===== src/hdl/hfcc_pkg.sv =====
`timescale 1ns / 1ps
// Package for the histogram frame CRC checker.
// Holds the request and result types, CRC constants and the byte-wise CRC function.
package hfcc_pkg;

  localparam int unsigned PosW  = 7;
  localparam int unsigned IdxW  = 6;

  localparam logic [15:0] CrcPoly = 16'hA001;
  localparam logic [15:0] CrcInit = 16'hFFFF;

  typedef struct packed {
    logic [7:0] data_byte;
    logic       frame_start;
  } in_req_t;

  typedef struct packed {
    logic [IdxW-1:0] word_index;
    logic [15:0]     word_value;
    logic            frame_last;
    logic            crc_ok;
  } out_req_t;

  // Reflected CRC-16 update over one byte, LSB first.
  function automatic logic [15:0] crc16_byte(input logic [15:0] crc_in,
                                             input logic [7:0]  data);
    logic [15:0] crc;
    crc = crc_in ^ {8'h00, data};
    for (int k = 0; k < 8; k++) begin
      if (crc[0]) begin
        crc = (crc >> 1) ^ CrcPoly;
      end else begin
        crc = crc >> 1;
      end
    end
    return crc;
  endfunction

endpackage


===== src/hdl/hfcc_frame_core.sv =====
`timescale 1ns / 1ps
// Frame tracking core: byte position, held low byte and running CRC.
// Depends on hfcc_pkg for the request types and the CRC function.
module hfcc_frame_core #(
  parameter int unsigned FRAME_BYTES = 86
) (
  input  logic              clk_i,
  input  logic              rst_ni,
  input  logic              advance_i,
  input  hfcc_pkg::in_req_t req_i,
  output logic              emit_o,
  output hfcc_pkg::out_req_t res_o
);
  import hfcc_pkg::*;

  localparam logic [PosW-1:0] LastPos  = PosW'(FRAME_BYTES - 1);
  localparam logic [PosW:0]   FrameLen = (PosW + 1)'(FRAME_BYTES);

  logic [PosW-1:0] pos_q, pos_d;
  logic [15:0]     crc_q, crc_d;
  logic [7:0]      held_q, held_d;

  logic [PosW-1:0] pos_cur;
  logic [15:0]     crc_cur;
  logic [PosW:0]   pos_next;
  logic [15:0]     word;
  logic            last;

  always_comb begin
    // restart on the start flag, whatever the state was
    pos_cur  = req_i.frame_start ? '0 : pos_q;
    crc_cur  = req_i.frame_start ? CrcInit : crc_q;
    word     = {req_i.data_byte, held_q};
    last     = (pos_cur == LastPos);
    pos_next = {1'b0, pos_cur} + 1'b1;

    emit_o           = pos_cur[0];
    res_o.word_index = pos_cur[PosW-1:1];
    res_o.word_value = word;
    res_o.frame_last = last;
    res_o.crc_ok     = last && (word == crc_cur);

    held_d = pos_cur[0] ? held_q : req_i.data_byte;
    // the trailing checksum bytes stay out of the CRC
    crc_d  = (({1'b0, pos_cur} + (PosW + 1)'(2)) < FrameLen) ?
             crc16_byte(crc_cur, req_i.data_byte) : crc_cur;
    pos_d  = pos_next[PosW-1:0];
    if (pos_next >= FrameLen) begin
      pos_d = '0;
      crc_d = CrcInit;
    end
  end

  always_ff @(posedge clk_i or negedge rst_ni) begin
    if (!rst_ni) begin
      pos_q  <= '0;
      crc_q  <= CrcInit;
      held_q <= '0;
    end else if (advance_i) begin
      pos_q  <= pos_d;
      crc_q  <= crc_d;
      held_q <= held_d;
    end
  end

endmodule

===== config.mk =====
export PLATFORM = sky130hd
export DESIGN_NAME = hfcc_frame_core
export DESIGN_NICKNAME = d
export VERILOG_FILES = /design/src/hdl/hfcc_pkg.sv /design/src/hdl/hfcc_frame_core.sv
export SDC_FILE = /design/constraint.sdc
export NUM_CORES = 1
export LEC_CHECK = 0
export BUFFER_PORTS_ARGS = -buffer_cell sky130_fd_sc_hd__clkbuf_2
export CAP_MARGIN = 0
export CORE_MARGIN = 8
export CORE_UTILIZATION = 50
export DETAILED_ROUTE_END_ITERATION = 8
export GPL_ROUTABILITY_DRIVEN = 0
export GPL_TIMING_DRIVEN = 1
export PLACE_DENSITY = 0.71
export SETUP_SLACK_MARGIN = 0.02
export SLEW_MARGIN = 20
export SYNTH_ARGS = -nofsm -noshare
export SYNTH_HDL_FRONTEND = slang
export SYNTH_SLANG_ARGS = --single-unit

===== constraint.sdc =====
create_clock -name clk_i -period 3.82 [get_ports clk_i]
set_clock_uncertainty 0.15 [all_clocks]
set_input_delay 0.191 -clock clk_i [delete_from_list [all_inputs] [get_ports clk_i]]
set_output_delay 0.191 -clock clk_i [all_outputs]
set_load 0.02 [all_outputs]

After elaboration in Yosys (flattened, before gate mapping)
Cells that the tools add are included.

Add/sub/neg operators: 2. Order comparisons: 2. Eq/ne operators: 2. Multiplexer cells: 13. Bitwise logic cells: 10. Reduce and logical (&&, ||, !) cells: 2.

Operator list (count): 16-bit 2-to-1 mux (11); 2-bit inverter with 3-bit output (8); 16-bit equality test (1); 16-bit by 8-bit bitwise XOR with 16-bit output (1); 7-bit 2-to-1 mux (2); 7-bit by 1-bit adder with 8-bit output, second input constant (1); 7-bit by 2-bit adder with 8-bit output, second input constant (1); 8-bit by 7-bit >= comparator with 1-bit output, second input constant (1); 8-bit by 7-bit < comparator with 1-bit output, second input constant (1); 7-bit equality test, second input constant (1); 2-bit AND reduction (1); 1-bit logical AND (1); 1-bit inverter (1).

Register bits: 31. Bits of input ports: 12. Word-level logic and storage cells: 34.

Longest topological paths before layout
Depth after elaboration: 20. Mapped depth: 13. Mapped depth without buffers: 10.

Worst setup path before layout
OpenSTA, ideal clock, no wires.

Path type: input to register. From: input req_i[0] (netlist bit). To: register crc_q[0]. Library setup time: 0.088 ns. Arrival: 2.835 ns. Path slack: 0.746 ns. Cell stages on the path: 13. Path buffers: 5. Path through: buf_6 buf_6 clkbuf_1 clkbuf_1 nor2_1 ha_1 nand3_1 mux2_2 o22ai_1 o21ai_4 o21a_1 buf_6 a2bb2oi_2.

Elaborated cells on any way between the ends: 25. Classes of those cells: 2 x add/sub; 2 x order compare; 12 x mux; 9 x bitwise.

RTL lines: from (decl) (line hfcc_frame_core.sv:10) `input hfcc_pkg::in_req_t req_i,`; 7-bit 2-to-1 mux (*) (line hfcc_frame_core.sv:31) `pos_cur = req_i.frame_start ? '0 : pos_q;`; net emit_o (line hfcc_frame_core.sv:11) `output logic emit_o,`; 7-bit by 2-bit adder with 8-bit output (line hfcc_frame_core.sv:45) `crc_d = (({1'b0, pos_cur} + (PosW + 1)'(2)) < FrameLen) ?`; 8-bit by 7-bit < comparator with 1-bit output (line hfcc_frame_core.sv:45); 16-bit 2-to-1 mux (line hfcc_frame_core.sv:45); 16-bit 2-to-1 mux (*) (line hfcc_frame_core.sv:48) `if (pos_next >= FrameLen) begin`; to (signal assigned) (line hfcc_frame_core.sv:57) `crc_q <= CrcInit;`; to (signal assigned) (line hfcc_frame_core.sv:61) `crc_q <= crc_d;`; to (decl) (line hfcc_frame_core.sv:20) `logic [15:0] crc_q, crc_d;`.

Mark *: on every way through the listed nets, which the timed path passes. The rest lies on a longest branch. A chain may end at the register's enable or synchronous reset.

Worst setup path after layout
From: register pos_q[1]. To: register crc_q[12].

Longest elaborated chain between the ends: 5. Elaborated cells on any way between the ends: 7. Classes of those cells: 2 x add/sub; 2 x order compare; 3 x mux.

Ends and longest elaborated chain: from (decl) (line hfcc_frame_core.sv:19) `logic [PosW-1:0] pos_q, pos_d;`; from (signal assigned) (line hfcc_frame_core.sv:60) `pos_q <= pos_d;`; 7-bit 2-to-1 mux (*) (line hfcc_frame_core.sv:31); 7-bit by 2-bit adder with 8-bit output (line hfcc_frame_core.sv:45); 8-bit by 7-bit < comparator with 1-bit output (line hfcc_frame_core.sv:45); 16-bit 2-to-1 mux (line hfcc_frame_core.sv:45); 16-bit 2-to-1 mux (*) (line hfcc_frame_core.sv:48).

Mark *: on every way between the ends. The rest lies on a longest branch, timed or not.

==> impl_metrics.py <==
metrics = {
    "worst_setup_path": {
        "cp.required_ps": 3900,
        "cp-start-kind": "register",
        "path_max_fanout": 11,
        "slowest_delay_ps": 570,
        "slowest_stage": "o21a_1",
        "critPathCaptureType": "register",
        "r2r_slack_ps": 870,
        "critical_path.top_delay_family": "compound AO/OA/AOI/OAI gates",
        "crit_buf_inv": 1,
        "crit_arrival_ps": 3030,
        "path_cells": "inv_1 -> nor2_1 -> ha_1 -> nand4_1 -> mux2_4 -> o22ai_1 -> o21ai_4 -> o21a_1 -> o32a_1",
        "critical_path_class": "reg -> reg",
    },
    "floorplanning": {
        "initial_utilization": 0.505,
        "die_h_um": 86.9,
        "core_area_mm2": 0.00498,
        "die_area_mm2": 0.00755,
        "chipWidth_um": 86.9,
        "boundaryPins": 37,
        "rows": 26,
    },
    "finish": {
        "final_util": 0.541,
        "layout-drive-gt1-share": 0.331,
        "area_delta_synth_final_pct": 7.22,
        "nets": 292,
        "stdcell_area_mm2": 0.00270,
        "n_antenna_cell": 0,
    },
    "timing": {
        "rsz0062_at_grt": "false",
        "holdWs_ps": 130,
        "fin_crit_ps": 2950,
        "tightest_slew_ps": 1010,
        "finalSetupViolCount": 0,
        "setup-tns-final_ps": 0,
        "final_hold_viol_count": 0,
        "slew_headroom": 0.319,
        "fin_crit_sh": 0.773,
        "max_freq_mhz": 339,
        "final_max_slew_viol_count": 0,
    },
    "detailed_routing": {
        "drc": 0,
        "wl_per_cell_um": 17.1,
        "vias": 1970,
        "drt_wl_total_um": 5950,
        "first_iter_violations": 74,
        "drt_first_pass_iters": 5,
        "ant_nets": 0,
        "vias_per_cell": 5.66,
    },
    "synth": {
        "ys_warn_count": 0,
        "async_flop_share": 1.00,
        "ys_ff_latch": 31,
        "synth_ff_type": "dfstp_2",
        "synthCells": 262,
        "syn_area_per_cell_um2": 9.59,
        "synth_cell_types": 48,
        "yosysSeqAreaShare": 0.317,
        "syn-num-nets": 277,
        "synth.cell_area_mm2": 0.00251,
        "synth-edff-count": 0,
    },
    "global_routing": {
        "grt_pass1_vias": 1970,
        "grt_max_degree": 39,
        "grt_first_pass_wirelength_um": 9930,
        "antenna_found_initial": 0,
        "grt_use_total": 0.169,
        "gr-total-overflow": 0,
    },
    "clock_network": {
        "clk-insertion-delay-late_ps": 290,
        "cts_max_path_buffers": 2,
        "postCtsSetupBuffers": 0,
        "cts_resized": 0,
        "cts-root-buf": "clkbuf_8",
        "clock_sinks": 31,
        "cts_tree": "yes",
        "clk_pin_slew_ps": 70,
        "htree_levels": 2,
        "numCtsBuffers": 5,
    },
    "power": {
        "leakage_uw": 0.00111,
        "ir_worst_vdd_v": 0.000311,
        "pwr_density_cell_mw_per_mm2": 551,
        "total_power_uw": 1480,
    },
    "outcome": {
        "status": "finished, final reports clean",
    },
    "run": {
        "cap_viol_max_count": 0,
    },
    "placement": {
        "numPortBuffers": 36,
        "placedInstanceArea_mm2": 0.00258,
        "dpl.hpwl_um": 4310,
    },
    "min_path": {
        "hp-class": "in -> reg",
    },
}
cell type report:
class	instances	area, µm²
timing repair buffer	38	198
clock buffer	8	100
multi-input combinational	191	1480
tap	70	87.6
sequential	31	796
fill	467	2280
inverter	10	37.5
Yosys cell counts, types with 2 or more instances:
| cell | count | area share |
|---|---|---|
| nor2b_1 | 5 | 0.012 |
| buf_2 | 6 | 0.012 |
| xnor2_1 | 19 | 0.066 |
| o22ai_1 | 17 | 0.042 |
| nor3b_1 | 4 | 0.012 |
| nor2_2 | 2 | 0.0050 |
| buf_4 | 14 | 0.042 |
| dfstp_2 | 16 | 0.17 |
| a22o_1 | 3 | 0.010 |
| xnor3_1 | 2 | 0.018 |
| inv_1 | 10 | 0.015 |
| nor3_1 | 9 | 0.018 |
| dfrtp_1 | 15 | 0.15 |
| mux2_2 | 11 | 0.049 |
| clkbuf_1 | 5 | 0.0075 |
| a21oi_1 | 17 | 0.034 |
| ha_1 | 3 | 0.015 |
| nor2_1 | 26 | 0.039 |
| nor4_1 | 4 | 0.010 |
| buf_6 | 4 | 0.018 |
| nand4_1 | 3 | 0.0075 |
| a2bb2oi_2 | 10 | 0.060 |
| a31oi_1 | 3 | 0.0075 |
| nand3_1 | 4 | 0.0080 |
| o32a_1 | 2 | 0.0080 |
| nand2_1 | 10 | 0.015 |
| a21o_1 | 2 | 0.0060 |
| xor2_1 | 16 | 0.056 |
timing repair:
| action | CTS | global route |
|---|---|---|
| endpoints found under the setup margin | 0 | 0 |
| hold buffers | 1 | 0 |
| endpoints found under the hold margin | 15 | 0 |
placed cells by master, fill, tap and decap left out, types with 2 or more instances in the layout:
| master | Yosys | routed |
|---|---|---|
| nand2_1 | 10 | 10 |
| mux2_2 | 11 | 11 |
| xor2_1 | 16 | 16 |
| nand4_1 | 3 | 3 |
| inv_1 | 10 | 10 |
| nor3b_1 | 4 | 4 |
| dfstp_2 | 16 | 16 |
| nor2b_1 | 5 | 5 |
| clkbuf_8 | 0 | 7 |
| xnor2_1 | 19 | 19 |
| a22o_1 | 3 | 3 |
| nor2_1 | 26 | 26 |
| a21oi_1 | 17 | 17 |
| nand3_1 | 4 | 4 |
| dfrtp_1 | 15 | 15 |
| clkbuf_2 | 1 | 36 |
| a31oi_1 | 3 | 3 |
| ha_1 | 3 | 3 |
| xnor3_1 | 2 | 2 |
| o32a_1 | 2 | 2 |
| nor2_2 | 2 | 2 |
| a2bb2oi_2 | 10 | 10 |
| nor3_1 | 9 | 9 |
| nor4_1 | 4 | 4 |
| o22ai_1 | 17 | 17 |
| a21o_1 | 2 | 2 |
flip-flops by register name, summed over array words and instances (netlist names):
register	flops
held_q	8
crc_q	16
pos_q	7
per-layer routing:
layer,vias up,share of wire,global-route usage
li1,952,-,-
met1,949,0.46,0.209
met2,58,0.45,0.268
met3,11,0.065,0.0349
met4,0,0.017,0.0892
met5,-,0,0
report_power, final:
| group | switching [µW] | total (µW) | leakage (µW) | internal (µW) |
|---|---|---|---|---|
| registers | 140 | 590 | 0.000354 | 450 |
| logic | 274 | 604 | 0.000707 | 330 |
| clock network | 126 | 290 | 0.0000515 | 164 |
| total | 540 | 1480 | 0.00111 | 944 |
through the flow:
| step | worst slack, ps | cells |
|---|---|---|
| after floorplan | 746 | 262 |
| after global placement | 1060 | 339 |
| after detailed placement | 908 | 339 |
| after CTS | 895 | 348 |
| after global routing | 681 | 348 |
| final | 868 | 348 |
final timing paths:
| path | depth (start not counted) | start | endpoint |
|---|---|---|---|
| max | 9 | pos_q[1]$_DFFE_PN0P_ | crc_q[12]$_DFFE_PN1P_ |
| max reg2reg | 9 | pos_q[1]$_DFFE_PN0P_ | crc_q[12]$_DFFE_PN1P_ |
| min in group asynchronous | 2 | rst_ni | held_q[7]$_DFFE_PN0P_ |
| max in group asynchronous | 2 | rst_ni | held_q[5]$_DFFE_PN0P_ |
| min | 2 | req_i[3] | held_q[2]$_DFFE_PN0P_ |
| min reg2reg | 1 | crc_q[15]$_DFFE_PN1P_ | crc_q[15]$_DFFE_PN1P_ |
logic make-up after synthesis:
family / synth area share
xor gates and xnor gates: 0.156
adders and majority gates: 0.0149
AOI/OAI and AO/OA: 0.210
DFF: 0.317
and+or+nand+nor: 0.152
buffers and inverters: 0.0961
muxes: 0.0553
Note: power is estimated with default switching activity, not from simulation.
